## config.mk

```make
export PLATFORM = sky130hd
export DESIGN_NAME = multichannel_lag_slew_filter_unit
export DESIGN_NICKNAME = d
export VERILOG_FILES = /design/src/sv/mlsf_pkg.sv /design/src/sv/multichannel_lag_slew_filter_unit.sv /design/src/sv/mlsf_state_mem.sv /design/src/sv/mlsf_divider.sv
export SDC_FILE = /design/constraint.sdc
export NUM_CORES = 2
export LEC_CHECK = 0
export BUFFER_PORTS_ARGS = -buffer_cell sky130_fd_sc_hd__buf_2
export CAP_MARGIN = 0
export CORE_ASPECT_RATIO = 0.9
export CORE_UTILIZATION = 65
export DETAILED_ROUTE_END_ITERATION = 6
export GPL_TIMING_DRIVEN = 0
export PLACE_DENSITY = 0.89
export SETUP_SLACK_MARGIN = 0.02
export SKIP_CTS_REPAIR_TIMING = 1
export SYNTH_ARGS = -nofsm -noshare
export SYNTH_HDL_FRONTEND = slang
export SYNTH_SLANG_ARGS = --single-unit
```

## constraint.sdc

```tcl
create_clock -name clock -period 9.7 [get_ports clock]
set_input_delay 0.485 -clock clock [delete_from_list [all_inputs] [get_ports clock]]
set_output_delay 0.485 -clock clock [all_outputs]
set_load 0.005 [all_outputs]
```

## src/sv/mlsf_pkg.sv

```systemverilog
// shared widths, register codes, update kinds and types for the lag/slew filter
`timescale 1ns / 1ps
`default_nettype none

package mlsf_pkg;

   // default parameter values
   localparam int DEF_CHANNELS            = 8;
   localparam int DEF_ALPHA_FRACTION_BITS = 12;

   // field widths
   localparam int CHAN_W  = 3;
   localparam int RAW_W   = 16;
   localparam int TIME_W  = 32;
   localparam int RPM_W   = 24;
   localparam int KIND_W  = 3;
   localparam int MULT_W  = 8;
   localparam int CFG_W   = 16;
   localparam int CSR_IDX_W = 3;

   // largest channel number any parameter value allows, plus one bit of headroom
   localparam int CHAN_EXT_W = 7;

   // register indexes on the csr port
   localparam logic [CSR_IDX_W-1:0] CSR_COUNT_MULT = 3'd0;
   localparam logic [CSR_IDX_W-1:0] CSR_LAG_TAU    = 3'd1;
   localparam logic [CSR_IDX_W-1:0] CSR_SLEW       = 3'd2;
   localparam logic [CSR_IDX_W-1:0] CSR_RESTART    = 3'd3;
   localparam logic [CSR_IDX_W-1:0] CSR_ZERO_FLOOR = 3'd4;

   // register reset values
   localparam logic [MULT_W-1:0] RST_COUNT_MULT = 8'd1;
   localparam logic [CFG_W-1:0]  RST_LAG_TAU    = 16'd1000;
   localparam logic [CFG_W-1:0]  RST_SLEW       = 16'd1500;
   localparam logic [CFG_W-1:0]  RST_RESTART    = 16'd5000;
   localparam logic [CFG_W-1:0]  RST_ZERO_FLOOR = 16'd50;

   // slew limit: (slew * dt) / 1000 as a multiply by ceil(2^38 / 1000) and a shift,
   // exact for every 32-bit product
   localparam int SLEW_PROD_W    = 32;
   localparam int SLEW_RECIP_W   = 29;
   localparam int SLEW_DIV_SHIFT = 38;
   localparam int LIMIT_W        = 23;
   localparam int LIM_PROD_W     = SLEW_PROD_W + SLEW_RECIP_W;
   localparam logic [SLEW_RECIP_W-1:0] SLEW_DIV_RECIP = 29'd274877907;

   // divisor of the alpha division: tau + dt
   localparam int DIVISOR_W = CFG_W + 1;

   // update kinds reported with every result
   typedef enum logic [KIND_W-1:0] {
      KIND_ZERO      = 3'd0,
      KIND_RELOAD    = 3'd1,
      KIND_SAME_TIME = 3'd2,
      KIND_NO_CHANGE = 3'd3,
      KIND_STEP      = 3'd4
   } mlsf_kind_type;

   // one channel's stored state
   typedef struct packed {
      logic [RPM_W-1:0]  smoothed;
      logic [TIME_W-1:0] last_time;
   } mlsf_entry_type;

   // divider status towards the sequencer
   typedef struct packed {
      logic busy;
      logic done;
   } mlsf_div_status_type;

endpackage

`default_nettype wire

```

## src/sv/multichannel_lag_slew_filter_unit.sv

```systemverilog
// Per-channel tachometer filter: scales each raw count, then snaps to zero, reloads or
// steps the channel's smoothed value toward it by a first-order lag with a slew limit,
// and returns one result for every sample. The state of all channels sits in one
// memory with a registered read, and items are handled one at a time. A sample that
// ends in a zero snap, reload, repeated timestamp or unchanged value passes through the
// load, classify and write states before rsp_tvalid rises; a filtered step also passes
// through the divide and step states, where the restoring divider forms alpha one
// quotient bit per cycle. A new sample is taken the cycle after the previous result is
// registered, while that result may still be waiting on rsp_tready. No clearing pass is
// needed after reset.
`timescale 1ns / 1ps
`default_nettype none

module multichannel_lag_slew_filter_unit
   import mlsf_pkg::*;
#(
   parameter int CHANNELS            = DEF_CHANNELS,
   parameter int ALPHA_FRACTION_BITS = DEF_ALPHA_FRACTION_BITS
) (
   input  wire logic                 clock,
   input  wire logic                 reset,
   // sample channel
   input  wire logic                 req_tvalid,
   output logic                      req_tready,
   input  wire logic [47:0]          req_tdata,   // raw_count[15:0], sample_time_ms[47:16]
   input  wire logic [CHAN_W-1:0]    req_tuser,   // fan_channel[2:0]
   // result channel
   output logic                      rsp_tvalid,
   input  wire logic                 rsp_tready,
   output logic [RPM_W-1:0]          rsp_tdata,   // filtered_rpm[23:0]
   output logic [5:0]                rsp_tuser,   // out_channel[2:0], update_kind[5:3]
   // register writes
   input  wire logic                 csr_wr_en,
   input  wire logic [CSR_IDX_W-1:0] csr_index,
   input  wire logic [CFG_W-1:0]     csr_wr_data
);

   localparam int IDX_W   = (CHANNELS > 1) ? $clog2(CHANNELS) : 1;
   localparam int ALPHA_W = ALPHA_FRACTION_BITS + 1;
   localparam int PROD_W  = RPM_W + ALPHA_W;
   localparam logic [CHAN_EXT_W-1:0] CHAN_COUNT = CHAN_EXT_W'(CHANNELS);
   localparam logic [ALPHA_W-1:0]    ALPHA_ONE  = {1'b1, {ALPHA_FRACTION_BITS{1'b0}}};
   localparam logic [PROD_W:0]       ROUND_UP   =
      {{(PROD_W + 1 - ALPHA_FRACTION_BITS){1'b0}}, {ALPHA_FRACTION_BITS{1'b1}}};

   typedef enum logic [5:0] {
      ST_IDLE     = 6'b000001,
      ST_LOAD     = 6'b000010,
      ST_CLASSIFY = 6'b000100,
      ST_DIVIDE   = 6'b001000,
      ST_STEP     = 6'b010000,
      ST_WRITE    = 6'b100000
   } state_type;

   // configuration registers
   logic [MULT_W-1:0] mult_ff;
   logic [CFG_W-1:0]  tau_ff;
   logic [CFG_W-1:0]  slew_ff;
   logic [CFG_W-1:0]  gap_ff;
   logic [CFG_W-1:0]  floor_ff;

   // sequencer and item registers
   state_type               state_ff, state_in;
   logic [CHAN_W-1:0]       ch_ff, ch_in;
   logic [RAW_W-1:0]        raw_ff, raw_in;
   logic [TIME_W-1:0]       time_ff, time_in;
   logic [RPM_W-1:0]        scaled_ff, scaled_in;
   logic [TIME_W-1:0]       dt_ff, dt_in;
   logic [RPM_W-1:0]        mag_ff, mag_in;
   logic                    up_ff, up_in;
   logic [SLEW_PROD_W-1:0]  slew_prod_ff, slew_prod_in;
   logic [LIM_PROD_W-1:0]   lim_prod_ff, lim_prod_in;
   logic [PROD_W-1:0]       prod_ff, prod_in;
   logic [RPM_W-1:0]        new_val_ff, new_val_in;
   mlsf_kind_type           kind_ff, kind_in;
   logic                    wr_need_ff, wr_need_in;
   logic                    rsp_valid_ff, rsp_valid_in;
   logic [CHAN_W-1:0]       rsp_ch_ff, rsp_ch_in;
   logic [RPM_W-1:0]        rsp_val_ff, rsp_val_in;
   mlsf_kind_type           rsp_kind_ff, rsp_kind_in;

   // memory and divider hookup
   logic                    req_fire;
   logic [CHAN_EXT_W-1:0]   req_ch_ext;
   logic [CHAN_EXT_W-1:0]   ch_ext;
   logic                    ch_in_range;
   logic                    mem_wr_en;
   mlsf_entry_type          mem_wr_entry;
   mlsf_entry_type          mem_rd_entry;
   logic                    mem_rd_seen;
   logic                    div_start;
   mlsf_div_status_type     div_stat;
   logic [ALPHA_W-1:0]      div_quo;

   // step arithmetic
   logic [RPM_W-1:0]        cur_val;
   logic [PROD_W:0]         rnd_sum;
   logic [RPM_W-1:0]        step_raw;
   logic [RPM_W-1:0]        step_min;
   logic [LIMIT_W-1:0]      lim_raw;
   logic [RPM_W-1:0]        lim_val;
   logic [RPM_W-1:0]        step_val;
   logic                    rsp_free;

   assign req_tready = (state_ff == ST_IDLE);
   assign req_fire   = req_tvalid && req_tready;
   assign req_ch_ext = {{(CHAN_EXT_W - CHAN_W){1'b0}}, req_tuser};
   assign ch_ext     = {{(CHAN_EXT_W - CHAN_W){1'b0}}, ch_ff};
   assign ch_in_range = (ch_ext < CHAN_COUNT);
   assign cur_val    = mem_rd_entry.smoothed;
   assign rsp_free   = !rsp_valid_ff || rsp_tready;

   // register writes
   always_ff @(posedge clock) begin
      if (reset) begin
         mult_ff  <= RST_COUNT_MULT;
         tau_ff   <= RST_LAG_TAU;
         slew_ff  <= RST_SLEW;
         gap_ff   <= RST_RESTART;
         floor_ff <= RST_ZERO_FLOOR;
      end else if (csr_wr_en) begin
         case (csr_index)
            CSR_COUNT_MULT: mult_ff  <= csr_wr_data[MULT_W-1:0];
            CSR_LAG_TAU:    tau_ff   <= csr_wr_data;
            CSR_SLEW:       slew_ff  <= csr_wr_data;
            CSR_RESTART:    gap_ff   <= csr_wr_data;
            CSR_ZERO_FLOOR: floor_ff <= csr_wr_data;
            default: ;
         endcase
      end
   end

   // state memory, read at acceptance and written back at the end of the item
   mlsf_state_mem #(
      .DEPTH (CHANNELS),
      .IDX_W (IDX_W)
   ) u_state_mem (
      .clock    (clock),
      .reset    (reset),
      .rd_en    (req_fire),
      .rd_addr  (req_ch_ext[IDX_W-1:0]),
      .wr_en    (mem_wr_en),
      .wr_addr  (ch_ext[IDX_W-1:0]),
      .wr_entry (mem_wr_entry),
      .rd_entry (mem_rd_entry),
      .rd_seen  (mem_rd_seen)
   );

   // alpha divider
   mlsf_divider #(
      .FRAC_BITS (ALPHA_FRACTION_BITS)
   ) u_divider (
      .clock    (clock),
      .reset    (reset),
      .start    (div_start),
      .dt       (dt_ff[CFG_W-1:0]),
      .tau      (tau_ff),
      .status   (div_stat),
      .quotient (div_quo)
   );

   // rounded, floored and slew-clamped step magnitude
   always_comb begin
      rnd_sum  = {1'b0, prod_ff} + (up_ff ? '0 : ROUND_UP);
      step_raw = rnd_sum[ALPHA_FRACTION_BITS +: RPM_W];
      step_min = (step_raw == '0) ? RPM_W'(1) : step_raw;
      lim_raw  = lim_prod_ff[SLEW_DIV_SHIFT +: LIMIT_W];
      lim_val  = (lim_raw == '0) ? RPM_W'(1) : {1'b0, lim_raw};
      step_val = (step_min > lim_val) ? lim_val : step_min;
   end

   // sequencer and datapath next values
   always_comb begin
      state_in     = state_ff;
      ch_in        = ch_ff;
      raw_in       = raw_ff;
      time_in      = time_ff;
      scaled_in    = scaled_ff;
      dt_in        = dt_ff;
      mag_in       = mag_ff;
      up_in        = up_ff;
      slew_prod_in = slew_prod_ff;
      lim_prod_in  = lim_prod_ff;
      prod_in      = prod_ff;
      new_val_in   = new_val_ff;
      kind_in      = kind_ff;
      wr_need_in   = wr_need_ff;
      rsp_valid_in = rsp_valid_ff && !rsp_tready;
      rsp_ch_in    = rsp_ch_ff;
      rsp_val_in   = rsp_val_ff;
      rsp_kind_in  = rsp_kind_ff;
      div_start    = 1'b0;
      mem_wr_en    = 1'b0;

      case (state_ff)
         ST_IDLE: begin
            if (req_fire) begin
               ch_in    = req_tuser;
               raw_in   = req_tdata[RAW_W-1:0];
               time_in  = req_tdata[RAW_W +: TIME_W];
               state_in = ST_LOAD;
            end
         end
         // memory data arrives: scale and elapsed time
         ST_LOAD: begin
            scaled_in = {{(RPM_W - RAW_W){1'b0}}, raw_ff} *
                        {{(RPM_W - MULT_W){1'b0}}, mult_ff};
            dt_in     = time_ff - mem_rd_entry.last_time;
            state_in  = ST_CLASSIFY;
         end
         // pick the kind of update
         ST_CLASSIFY: begin
            up_in        = (scaled_ff > cur_val);
            mag_in       = (scaled_ff > cur_val) ? (scaled_ff - cur_val)
                                                 : (cur_val - scaled_ff);
            slew_prod_in = {{(SLEW_PROD_W - CFG_W){1'b0}}, slew_ff} *
                           {{(SLEW_PROD_W - CFG_W){1'b0}}, dt_ff[CFG_W-1:0]};
            state_in     = ST_WRITE;
            if (!ch_in_range) begin
               new_val_in = '0;
               kind_in    = KIND_SAME_TIME;
               wr_need_in = 1'b0;
            end else if (scaled_ff < {8'd0, floor_ff}) begin
               new_val_in = '0;
               kind_in    = KIND_ZERO;
               wr_need_in = 1'b1;
            end else if (!mem_rd_seen || (dt_ff > {16'd0, gap_ff})) begin
               new_val_in = scaled_ff;
               kind_in    = KIND_RELOAD;
               wr_need_in = 1'b1;
            end else if (dt_ff == '0) begin
               new_val_in = cur_val;
               kind_in    = KIND_SAME_TIME;
               wr_need_in = 1'b0;
            end else if (scaled_ff == cur_val) begin
               new_val_in = cur_val;
               kind_in    = KIND_NO_CHANGE;
               wr_need_in = 1'b1;
            end else begin
               kind_in    = KIND_STEP;
               wr_need_in = 1'b1;
               div_start  = 1'b1;
               state_in   = ST_DIVIDE;
            end
         end
         // alpha division; slew limit product formed alongside
         ST_DIVIDE: begin
            lim_prod_in = slew_prod_ff * SLEW_DIV_RECIP;
            if (div_stat.done) begin
               prod_in  = mag_ff * div_quo;
               state_in = ST_STEP;
            end
         end
         ST_STEP: begin
            new_val_in = up_ff ? (cur_val + step_val) : (cur_val - step_val);
            state_in   = ST_WRITE;
         end
         // write back and hand over the result once the output register is free
         ST_WRITE: begin
            if (rsp_free) begin
               mem_wr_en    = wr_need_ff;
               rsp_valid_in = 1'b1;
               rsp_ch_in    = ch_ff;
               rsp_val_in   = new_val_ff;
               rsp_kind_in  = kind_ff;
               state_in     = ST_IDLE;
            end
         end
         default: begin
            state_in = ST_IDLE;
         end
      endcase
   end

   assign mem_wr_entry.smoothed  = new_val_ff;
   assign mem_wr_entry.last_time = time_ff;

   // control registers
   always_ff @(posedge clock) begin
      if (reset) begin
         state_ff     <= ST_IDLE;
         rsp_valid_ff <= 1'b0;
      end else begin
         state_ff     <= state_in;
         rsp_valid_ff <= rsp_valid_in;
      end
   end

   // payload registers
   always_ff @(posedge clock) begin
      ch_ff        <= ch_in;
      raw_ff       <= raw_in;
      time_ff      <= time_in;
      scaled_ff    <= scaled_in;
      dt_ff        <= dt_in;
      mag_ff       <= mag_in;
      up_ff        <= up_in;
      slew_prod_ff <= slew_prod_in;
      lim_prod_ff  <= lim_prod_in;
      prod_ff      <= prod_in;
      new_val_ff   <= new_val_in;
      kind_ff      <= kind_in;
      wr_need_ff   <= wr_need_in;
      rsp_ch_ff    <= rsp_ch_in;
      rsp_val_ff   <= rsp_val_in;
      rsp_kind_ff  <= rsp_kind_in;
   end

   assign rsp_tvalid = rsp_valid_ff;
   assign rsp_tdata  = rsp_val_ff;
   assign rsp_tuser  = {rsp_kind_ff, rsp_ch_ff};

   // divider only runs while the sequencer waits on it
   a_div_in_divide: assert property (@(posedge clock) disable iff (reset)
      (div_stat.busy || div_stat.done) |-> (state_ff == ST_DIVIDE))
      else $error("divider active outside the divide state");

   // alpha never exceeds one
   a_alpha_range: assert property (@(posedge clock) disable iff (reset)
      div_stat.done |-> (div_quo <= ALPHA_ONE))
      else $error("alpha above one");

   // a filtered step moves strictly toward the scaled value without overshoot
   a_step_bounded: assert property (@(posedge clock) disable iff (reset)
      ((state_ff == ST_WRITE) && (kind_ff == KIND_STEP)) |->
         (up_ff ? ((new_val_ff > cur_val) && (new_val_ff <= scaled_ff))
                : ((new_val_ff < cur_val) && (new_val_ff >= scaled_ff))))
      else $error("filter step outside old and scaled value");

   // a new result only appears out of the write-back state
   a_rsp_source: assert property (@(posedge clock) disable iff (reset)
      $rose(rsp_tvalid) |-> $past(state_ff == ST_WRITE))
      else $error("result presented without write-back");

endmodule

`default_nettype wire

```

## src/sv/mlsf_state_mem.sv

```systemverilog
// per-channel state memory with registered read and reset-cleared seen bits
`timescale 1ns / 1ps
`default_nettype none

module mlsf_state_mem
   import mlsf_pkg::*;
#(
   parameter int DEPTH = DEF_CHANNELS,
   parameter int IDX_W = 3
) (
   input  wire logic           clock,
   input  wire logic           reset,
   input  wire logic           rd_en,
   input  wire logic [IDX_W-1:0] rd_addr,
   input  wire logic           wr_en,
   input  wire logic [IDX_W-1:0] wr_addr,
   input  wire mlsf_entry_type wr_entry,
   output mlsf_entry_type      rd_entry,
   output logic                rd_seen
);

   mlsf_entry_type   mem_ff [DEPTH];
   logic [DEPTH-1:0] seen_ff;
   mlsf_entry_type   rd_entry_ff;
   logic             rd_seen_ff;

   // seen bits: cleared by reset, set by any write
   always_ff @(posedge clock) begin
      if (reset) begin
         seen_ff <= '0;
      end else if (wr_en) begin
         seen_ff[wr_addr] <= 1'b1;
      end
   end

   // storage array, one write port
   always_ff @(posedge clock) begin
      if (wr_en) begin
         mem_ff[wr_addr] <= wr_entry;
      end
   end

   // registered read; a never-written entry reads as zero
   always_ff @(posedge clock) begin
      if (rd_en) begin
         rd_seen_ff  <= seen_ff[rd_addr];
         rd_entry_ff <= seen_ff[rd_addr] ? mem_ff[rd_addr] : '0;
      end
   end

   assign rd_entry = rd_entry_ff;
   assign rd_seen  = rd_seen_ff;

endmodule

`default_nettype wire

```

## src/sv/mlsf_divider.sv

```systemverilog
// restoring divider for alpha = (dt << frac) / (tau + dt), one quotient bit a cycle
`timescale 1ns / 1ps
`default_nettype none

module mlsf_divider
   import mlsf_pkg::*;
#(
   parameter int FRAC_BITS = DEF_ALPHA_FRACTION_BITS
) (
   input  wire logic                 clock,
   input  wire logic                 reset,
   input  wire logic                 start,
   input  wire logic [CFG_W-1:0]     dt,
   input  wire logic [CFG_W-1:0]     tau,
   output mlsf_div_status_type       status,
   output logic [FRAC_BITS:0]        quotient
);

   localparam int Q_W   = FRAC_BITS + 1;
   localparam int CNT_W = $clog2(FRAC_BITS + 1);
   localparam logic [CNT_W-1:0] LAST_CNT = CNT_W'(FRAC_BITS);

   logic                 busy_ff, busy_in;
   logic                 done_ff, done_in;
   logic [CNT_W-1:0]     cnt_ff, cnt_in;
   logic [DIVISOR_W-1:0] div_ff, div_in;
   logic [DIVISOR_W-1:0] rem_ff, rem_in;
   logic [Q_W-1:0]       low_ff, low_in;
   logic [Q_W-1:0]       quo_ff, quo_in;

   logic [DIVISOR_W:0]   rem_shift;
   logic [DIVISOR_W:0]   rem_diff;
   logic                 rem_ge;

   // one restoring step: the quotient never exceeds 2^frac, so the bits of dt
   // above bit 0 form the starting remainder and only frac+1 steps remain
   always_comb begin
      rem_shift = {rem_ff, low_ff[Q_W-1]};
      rem_ge    = (rem_shift >= {1'b0, div_ff});
      rem_diff  = rem_shift - {1'b0, div_ff};

      busy_in = busy_ff;
      done_in = 1'b0;
      cnt_in  = cnt_ff;
      div_in  = div_ff;
      rem_in  = rem_ff;
      low_in  = low_ff;
      quo_in  = quo_ff;

      if (start) begin
         busy_in = 1'b1;
         cnt_in  = '0;
         div_in  = {1'b0, tau} + {1'b0, dt};
         rem_in  = {2'b00, dt[CFG_W-1:1]};
         low_in  = {dt[0], {FRAC_BITS{1'b0}}};
         quo_in  = '0;
      end else if (busy_ff) begin
         rem_in = rem_ge ? rem_diff[DIVISOR_W-1:0] : rem_shift[DIVISOR_W-1:0];
         low_in = {low_ff[Q_W-2:0], 1'b0};
         quo_in = {quo_ff[Q_W-2:0], rem_ge};
         cnt_in = cnt_ff + 1'b1;
         if (cnt_ff == LAST_CNT) begin
            busy_in = 1'b0;
            done_in = 1'b1;
         end
      end
   end

   // control
   always_ff @(posedge clock) begin
      if (reset) begin
         busy_ff <= 1'b0;
         done_ff <= 1'b0;
         cnt_ff  <= '0;
      end else begin
         busy_ff <= busy_in;
         done_ff <= done_in;
         cnt_ff  <= cnt_in;
      end
   end

   // datapath
   always_ff @(posedge clock) begin
      div_ff <= div_in;
      rem_ff <= rem_in;
      low_ff <= low_in;
      quo_ff <= quo_in;
   end

   assign status.busy = busy_ff;
   assign status.done = done_ff;
   assign quotient    = quo_ff;

endmodule

`default_nettype wire
```

# Yosys cells after proc, flatten, opt, wreduce, memory -nomap -nowiden
# Memory sizes are Yosys's and may differ from the RTL's. A register that Yosys moved wholly into a read port is not among the register bits.
# Index checks and enable logic that the tools add are counted.
# op_classes
add_sub_neg	9
mul	4
order_cmp	9
n_eq_ne	16
muxes	53
bitwise	3
reduce_logical	29
# ops
cell	n
$mux 24	9
$sub 24x24->24	3
$mul 32x29->61 const B	1
$mux 6	8
$pmux 24 s2	1
$add 36x12->36	1
$mul 24x13->36	1
$pmux 6 s6	1
$gt 32x16->1	1
$logic_not 32->1	1
$mul 16x16->32	1
$sub 32x32->32	1
$mux 15	2
$mux 13	2
$add 24x24->24	1
$eq 24x24->1	1
$gt 24x23->1	1
$gt 24x24->1	1
$logic_not 24->1	1
$lt 24x16->1	1
$mul 16x8->24	1
$logic_not 23->1	1
$mux 23	1
$mux 1	21
37 further kinds	60
# word_totals
register_bits	461
ramBits	448
inputBits	75
output_inout_bits	32
elab_cells	159
memories	1
# memory_table
memory	words	width	read_ports	rd_ports_with_merged_regs	write_ports	line_no	source
u_state_mem.mem_ff	8	56	1	1	1	mlsf_state_mem.sv:22	mlsf_entry_type mem_ff [DEPTH];

# Longest topological paths before layout
# logic_depth
word_depth	9
mapped_depth	42
depth_no_buf	36

# By module
# Synthesis repeated with hierarchy kept, for this count alone.
# hier_totals
cells_unflattened	6921
area_unflattened_um2	78318.9
# by_module_without_submodules
mod	instances	cells_per_inst	area_per_inst_um2
multichannel_lag_slew_filter_unit	1	5734	55388.1
mlsf_state_mem	1	803	19204.7
mlsf_divider	1	384	3726.1

# Worst setup path after synthesis
# OpenSTA, ideal clock, no wires.
# synth_path
path_kind	reg2reg
startpoint	register up_ff
endpoint	register new_val_ff[22], data pin
setup_time_ns	0.271
arrival_time_ns	8.289
required_ns	9.429
setup_slack_ns	1.140
stages_incl_launch_ff	41
path_buffers	6
cell_sequence	edfxtp_1 buf_2 clkbuf_1 inv_1 ha_1 a21o_1 a21o_1 a21oi_1 a21o_1 buf_2 nor4_4 nand3_1 xnor2_2 nor4b_2 a22oi_1 ha_1 nand4_1 nor4_1 (+5 left out) buf_2 mux2i_1 inv_1 ha_1 nand2_1 o21ai_0 fa_1 a21oi_1 o21bai_1 a2111oi_1 nor3_1 or4b_1 a41oi_1 o211ai_1 a31oi_1 o21ai_0 xnor2_1 o22ai_1
# synth_via
elab_chain_cells	9
word_cells_on_any_way	10
cone_classes	add/sub (3); order compare (1); mux (5); reduce/logical (1)
# synth_lines
element	line_no	source
start: declaration	multichannel_lag_slew_filter_unit.sv:70	logic up_ff, up_in;
start signal: assignment	multichannel_lag_slew_filter_unit.sv:297	up_ff <= up_in;
$mux 12	multichannel_lag_slew_filter_unit.sv:164	rnd_sum = {1'b0, prod_ff} + (up_ff ? '0 : ROUND_UP);
$add 36x12->36	multichannel_lag_slew_filter_unit.sv:164	
$logic_not 24->1	multichannel_lag_slew_filter_unit.sv:166	step_min = (step_raw == '0) ? RPM_W'(1) : step_raw;
$mux 24	multichannel_lag_slew_filter_unit.sv:166	
$gt 24x23->1	multichannel_lag_slew_filter_unit.sv:169	step_val = (step_min > lim_val) ? lim_val : step_min;
$mux 24	multichannel_lag_slew_filter_unit.sv:169	
$sub 24x24->24 or $add 24x24->24 (tied branches)	multichannel_lag_slew_filter_unit.sv:255	new_val_in = up_ff ? (cur_val + step_val) : (cur_val - step_val);
$mux 24 *	multichannel_lag_slew_filter_unit.sv:255	
$pmux 24 s2 *	multichannel_lag_slew_filter_unit.sv:195	case (state_ff)
via new_val_in[22]	multichannel_lag_slew_filter_unit.sv:74	logic [RPM_W-1:0] new_val_ff, new_val_in;
end signal: assignment	multichannel_lag_slew_filter_unit.sv:301	new_val_ff <= new_val_in;
end: declaration	multichannel_lag_slew_filter_unit.sv:74	
# The timed path passes the listed nets; every way through them passes the cells marked *.
# A chain may end at the register's enable or synchronous reset.

# Final worst setup path
# Same ends and word-level chain as after synthesis.

==> run_summary.xml <==
<?xml version="1.0" encoding="UTF-8"?>
<metrics>
  <group name="run_status">
    <metric name="outcome" unit="">finished with violations</metric>
    <metric name="failed_checks" unit="">max-capacitance violations, max-slew violations</metric>
  </group>
  <group name="setup_path">
    <metric name="crit_required" unit="ps">10120</metric>
    <metric name="timing.critical_path.from_type" unit="">flop</metric>
    <metric name="setup.worst_path.class" unit="">reg2reg</metric>
    <metric name="timing.critical_path.arrival" unit="ps">9690</metric>
    <metric name="crit_path_max_fanout" unit="">13</metric>
    <metric name="r2r_setup_slack" unit="ps">430</metric>
    <metric name="timing.reg2reg.worst_path_depth" unit="">41</metric>
    <metric name="crit_slowest_cell" unit="">sky130_fd_sc_hd__or4b_1</metric>
    <metric name="r2r_end" unit="">new_val_ff[22]</metric>
    <metric name="worstPathBufferInverterCount" unit="">8</metric>
    <metric name="max_stage_delay" unit="ps">560</metric>
    <metric name="r2r-start" unit="">up_ff</metric>
    <metric name="path_delay_family" unit="">compound AO/OA/AOI/OAI gates</metric>
    <metric name="timing.critical_path.to_type" unit="">flop</metric>
  </group>
  <group name="synth">
    <metric name="post_synthesis_register_bit_count" unit="">927</metric>
    <metric name="synth_cell_type_count" unit="">99</metric>
    <metric name="yosys.area.top_type" unit="">sky130_fd_sc_hd__edfxtp_1</metric>
    <metric name="yosysWarningCount" unit="">0</metric>
    <metric name="yosysTopAreaCellShare" unit="%">31.75</metric>
    <metric name="synth_commonest_cells" unit="">sky130_fd_sc_hd__inv_1 (1181), sky130_fd_sc_hd__fa_1 (823), sky130_fd_sc_hd__ha_1 (823)</metric>
    <metric name="postSynthNetCount" unit="">8542</metric>
    <metric name="ys_dominant_reg_cell" unit="">sky130_fd_sc_hd__edfxtp_1</metric>
    <metric name="synth_edf_count" unit="">819</metric>
    <metric name="synthArstFlopShare" unit="%">0</metric>
    <metric name="synth-seq-area-share" unit="%">34.55</metric>
    <metric name="synth_cells" unit="">6821</metric>
    <metric name="post_synth_instance_area" unit="um^2">77450</metric>
    <metric name="synth_area_leaders" unit="">sky130_fd_sc_hd__edfxtp_1 (32%), sky130_fd_sc_hd__fa_1 (21%), sky130_fd_sc_hd__ha_1 (13%)</metric>
    <metric name="syn_area_per_cell" unit="um^2">11.35</metric>
    <metric name="yosys.cell_count.top_type" unit="">sky130_fd_sc_hd__inv_1</metric>
  </group>
  <group name="placed_design">
    <metric name="detailedPlace.worstSlack" unit="ps">-1374</metric>
    <metric name="port_buffers" unit="">105</metric>
    <metric name="place_congestion" unit="">1.005</metric>
    <metric name="placed_area" unit="um^2">80520</metric>
    <metric name="detailed_place_hpwl" unit="um">154200</metric>
  </group>
  <group name="timing">
    <metric name="clock.fmax" unit="MHz">107.9</metric>
    <metric name="clock_skew" unit="ps">46.97</metric>
    <metric name="post-route-period-util" unit="%">95.59</metric>
    <metric name="timing.hold.ws" unit="ps">22.09</metric>
    <metric name="finalWorstPathRequiredPeriod" unit="ps">9272</metric>
    <metric name="final-max-slew-violation-count" unit="">2</metric>
    <metric name="finalSetupViolCount" unit="">0</metric>
    <metric name="worst_slew_margin_rel" unit="%">-9.723</metric>
    <metric name="finalHoldViolCount" unit="">0</metric>
    <metric name="fin_ws" unit="ps">428.2</metric>
    <metric name="worst_slew_pin_slew" unit="ps">1631</metric>
  </group>
  <group name="worst_hold_path">
    <metric name="number_of_stages_on_the_worst_hold_path" unit="">1</metric>
    <metric name="hold_class" unit="">in2reg</metric>
    <metric name="worstHoldEndpoint" unit="">ch_ff[2]</metric>
    <metric name="hold_path_startpoint" unit="">req_tuser[2]</metric>
  </group>
  <group name="clock_tree">
    <metric name="cts.root.buffer_cell" unit="">sky130_fd_sc_hd__clkbuf_16</metric>
    <metric name="clkSlewWorstSetupHoldPaths" unit="ps">70</metric>
    <metric name="clock_latency_of_the_later_clocked_register_in_the_worst_skew_pair" unit="ps">710</metric>
    <metric name="tritoncts" unit="">done</metric>
    <metric name="cts.sink_count" unit="">927</metric>
    <metric name="tritoncts.num_buffers" unit="">91</metric>
    <metric name="htreeDepth" unit="">3</metric>
    <metric name="clock_path_buffers" unit="">3</metric>
  </group>
  <group name="route">
    <metric name="drc" unit="">0</metric>
    <metric name="antenna_violating_nets_post_route" unit="">0</metric>
    <metric name="average_vias_per_placed_instance" unit="">6.277</metric>
    <metric name="wl_per_cell" unit="um">24.62</metric>
    <metric name="drt-total-wl" unit="um">215500</metric>
    <metric name="first_pass_iters" unit="">7</metric>
    <metric name="vias_after_detailed_routing" unit="">54933</metric>
    <metric name="drt_first_iter_violations" unit="">5812</metric>
  </group>
  <group name="floorplan">
    <metric name="initial_core_utilization" unit="%">65.85</metric>
    <metric name="std_cell_rows" unit="">119</metric>
    <metric name="die_y" unit="um">329.5</metric>
    <metric name="die_width" unit="um">365.9</metric>
    <metric name="die_area" unit="um^2">120500</metric>
    <metric name="boundaryPins" unit="">107</metric>
    <metric name="core" unit="um^2">117600</metric>
  </group>
  <group name="grt">
    <metric name="grt_pass1_vias" unit="">57864</metric>
    <metric name="grt_use_total" unit="%">35.08</metric>
    <metric name="grt_start_max_net_pins" unit="">63</metric>
    <metric name="globalRouteOverflowTotal" unit="">0</metric>
    <metric name="antenna_found_initial" unit="">6</metric>
    <metric name="grt_first_pass_wirelength" unit="um">323800</metric>
  </group>
  <group name="finish">
    <metric name="final.fill_count" unit="">7562</metric>
    <metric name="layout.cell_area.non_filler" unit="um^2">84340</metric>
    <metric name="final-seq-area" unit="um^2">26760</metric>
    <metric name="syn2layout_area_growth" unit="%">8.901</metric>
    <metric name="drive_above_1_share" unit="%">7.302</metric>
    <metric name="multiInputGateArea" unit="um^2">45610</metric>
    <metric name="layout.nets" unit="">8822</metric>
  </group>
  <group name="pwr">
    <metric name="vdd_drop_max" unit="V">0.0002878</metric>
    <metric name="leakage" unit="nW">36.79</metric>
    <metric name="power_density" unit="nW/um^2">152.9</metric>
    <metric name="p_total" unit="mW">12.89</metric>
  </group>
  <group name="flow_run">
    <metric name="cap_viol_max_count" unit="">1</metric>
  </group>
</metrics>
-- report_power, final --
part,internal (mW),switching (mW)
sequential,4.58,0.125
clock,2.08,1.66
combinational,1.86,2.60
total,8.51,4.38
-- area by class of cell --
cell class	instances	share of cell area, %
multi-input combinational	4491	54.08
sequential	927	31.72
inverter	1183	5.272
clock buffer	121	3.001
tap	1573	2.333
timing repair buffer	187	1.829
buffer	220	1.074
clock inverter	47	0.6824
antenna	3	0.008901
-- worst max-delay path by stage --
| stage | startpoint | endpoint | slack [ps] | depth (start not counted) |
|---|---|---|---|---|
| 6_report | up_ff | new_val_ff[22] | 430 | 41 |
| 2_1_floorplan | up_ff | new_val_ff[22] | 1140 | 40 |
| 3_3_place_gp | state_ff[1] | u_state_mem.mem_ff[1][3] | -2080 | 5 |
| 5_1_grt | up_ff | new_val_ff[22] | -110 | 41 |
| 3_5_place_dp | up_ff | new_val_ff[22] | -1370 | 40 |
| 4_1_cts | up_ff | new_val_ff[22] | -1430 | 40 |
-- cells in the final DEF (no fill, tap or decap), types with 28 or more instances in the layout --
master and instances:
sky130_fd_sc_hd__inv_1 1179, sky130_fd_sc_hd__fa_1 823, sky130_fd_sc_hd__ha_1 822, sky130_fd_sc_hd__edfxtp_1 819, sky130_fd_sc_hd__nand2_1 704, sky130_fd_sc_hd__and2_1 296, sky130_fd_sc_hd__a21oi_1 264, sky130_fd_sc_hd__nor2_1 227
sky130_fd_sc_hd__clkbuf_1 187, sky130_fd_sc_hd__xnor2_1 156, sky130_fd_sc_hd__o21ai_0 118, sky130_fd_sc_hd__buf_2 117, sky130_fd_sc_hd__mux4_2 114, sky130_fd_sc_hd__mux2i_1 111, sky130_fd_sc_hd__dfxtp_1 108, sky130_fd_sc_hd__a21o_1 95
sky130_fd_sc_hd__clkbuf_16 93, sky130_fd_sc_hd__xor2_1 69, sky130_fd_sc_hd__nand3_1 55, sky130_fd_sc_hd__nor3_1 53, sky130_fd_sc_hd__dlygate4sd3_1 46, sky130_fd_sc_hd__nor2b_1 41, sky130_fd_sc_hd__nand4_1 38, sky130_fd_sc_hd__o21bai_1 36
sky130_fd_sc_hd__nand3b_1 33, sky130_fd_sc_hd__nand2b_1 32, sky130_fd_sc_hd__o21a_1 29, sky130_fd_sc_hd__a31oi_1 28, sky130_fd_sc_hd__o22ai_1 28
-- cell families after synthesis --
kind of cell	share of synthesized area [%]
buffers and inverters	6.874
flip-flops	34.55
multiplexers	5.073
adder cells (fa/ha/maj)	34.57
AND/OR/NAND/NOR	10.03
XOR/XNOR	2.633
AO/OA/AOI/OAI	6.278
-- state kept, by name (all words and copies together) (netlist names), 4 cells and up --
signal / flops
dt_ff: 32
floor_ff: 16
gap_ff: 16
lim_prod_ff: 23
mag_ff: 24
mult_ff: 8
new_val_ff: 24
prod_ff: 36
raw_ff: 16
rsp_tdata: 24
scaled_ff: 24
slew_ff: 16
slew_prod_ff: 32
state_ff: 6
tau_ff: 16
time_ff: 32
u_divider.cnt_ff: 4
u_divider.div_ff: 17
u_divider.quotient: 13
u_divider.rem_ff: 17
u_state_mem.mem_ff: 448
u_state_mem.rd_entry: 56
u_state_mem.seen_ff: 8
-- routing by layer --
layer | share of wire, % | track usage (%) | vias to the layer above | wire length, um
met2 | 47 | 57.83 | 3679 | 101800
met1 | 35 | 43.28 | 26928 | 76430
met4 | 6.5 | 19.19 | 8 | 14020
li1 | - | - | 23318 | -
met5 | 0.025 | 0 | - | 54
met3 | 11 | 7.937 | 1000 | 23160
-- per-stage QoR --
stage | std cells | util (%) | setup TNS (ps)
CTS | 8696 | 71.09 | -11000
finish | 8752 | 71.71 | 0
floorplan | 6821 | - | 0
global route | 8751 | 71.70 | -138.9
global placement | 8499 | 67.97 | -239730
detailed placement | 8528 | 68.45 | -10020
No activity file was read; power rests on OpenSTA's default activity.
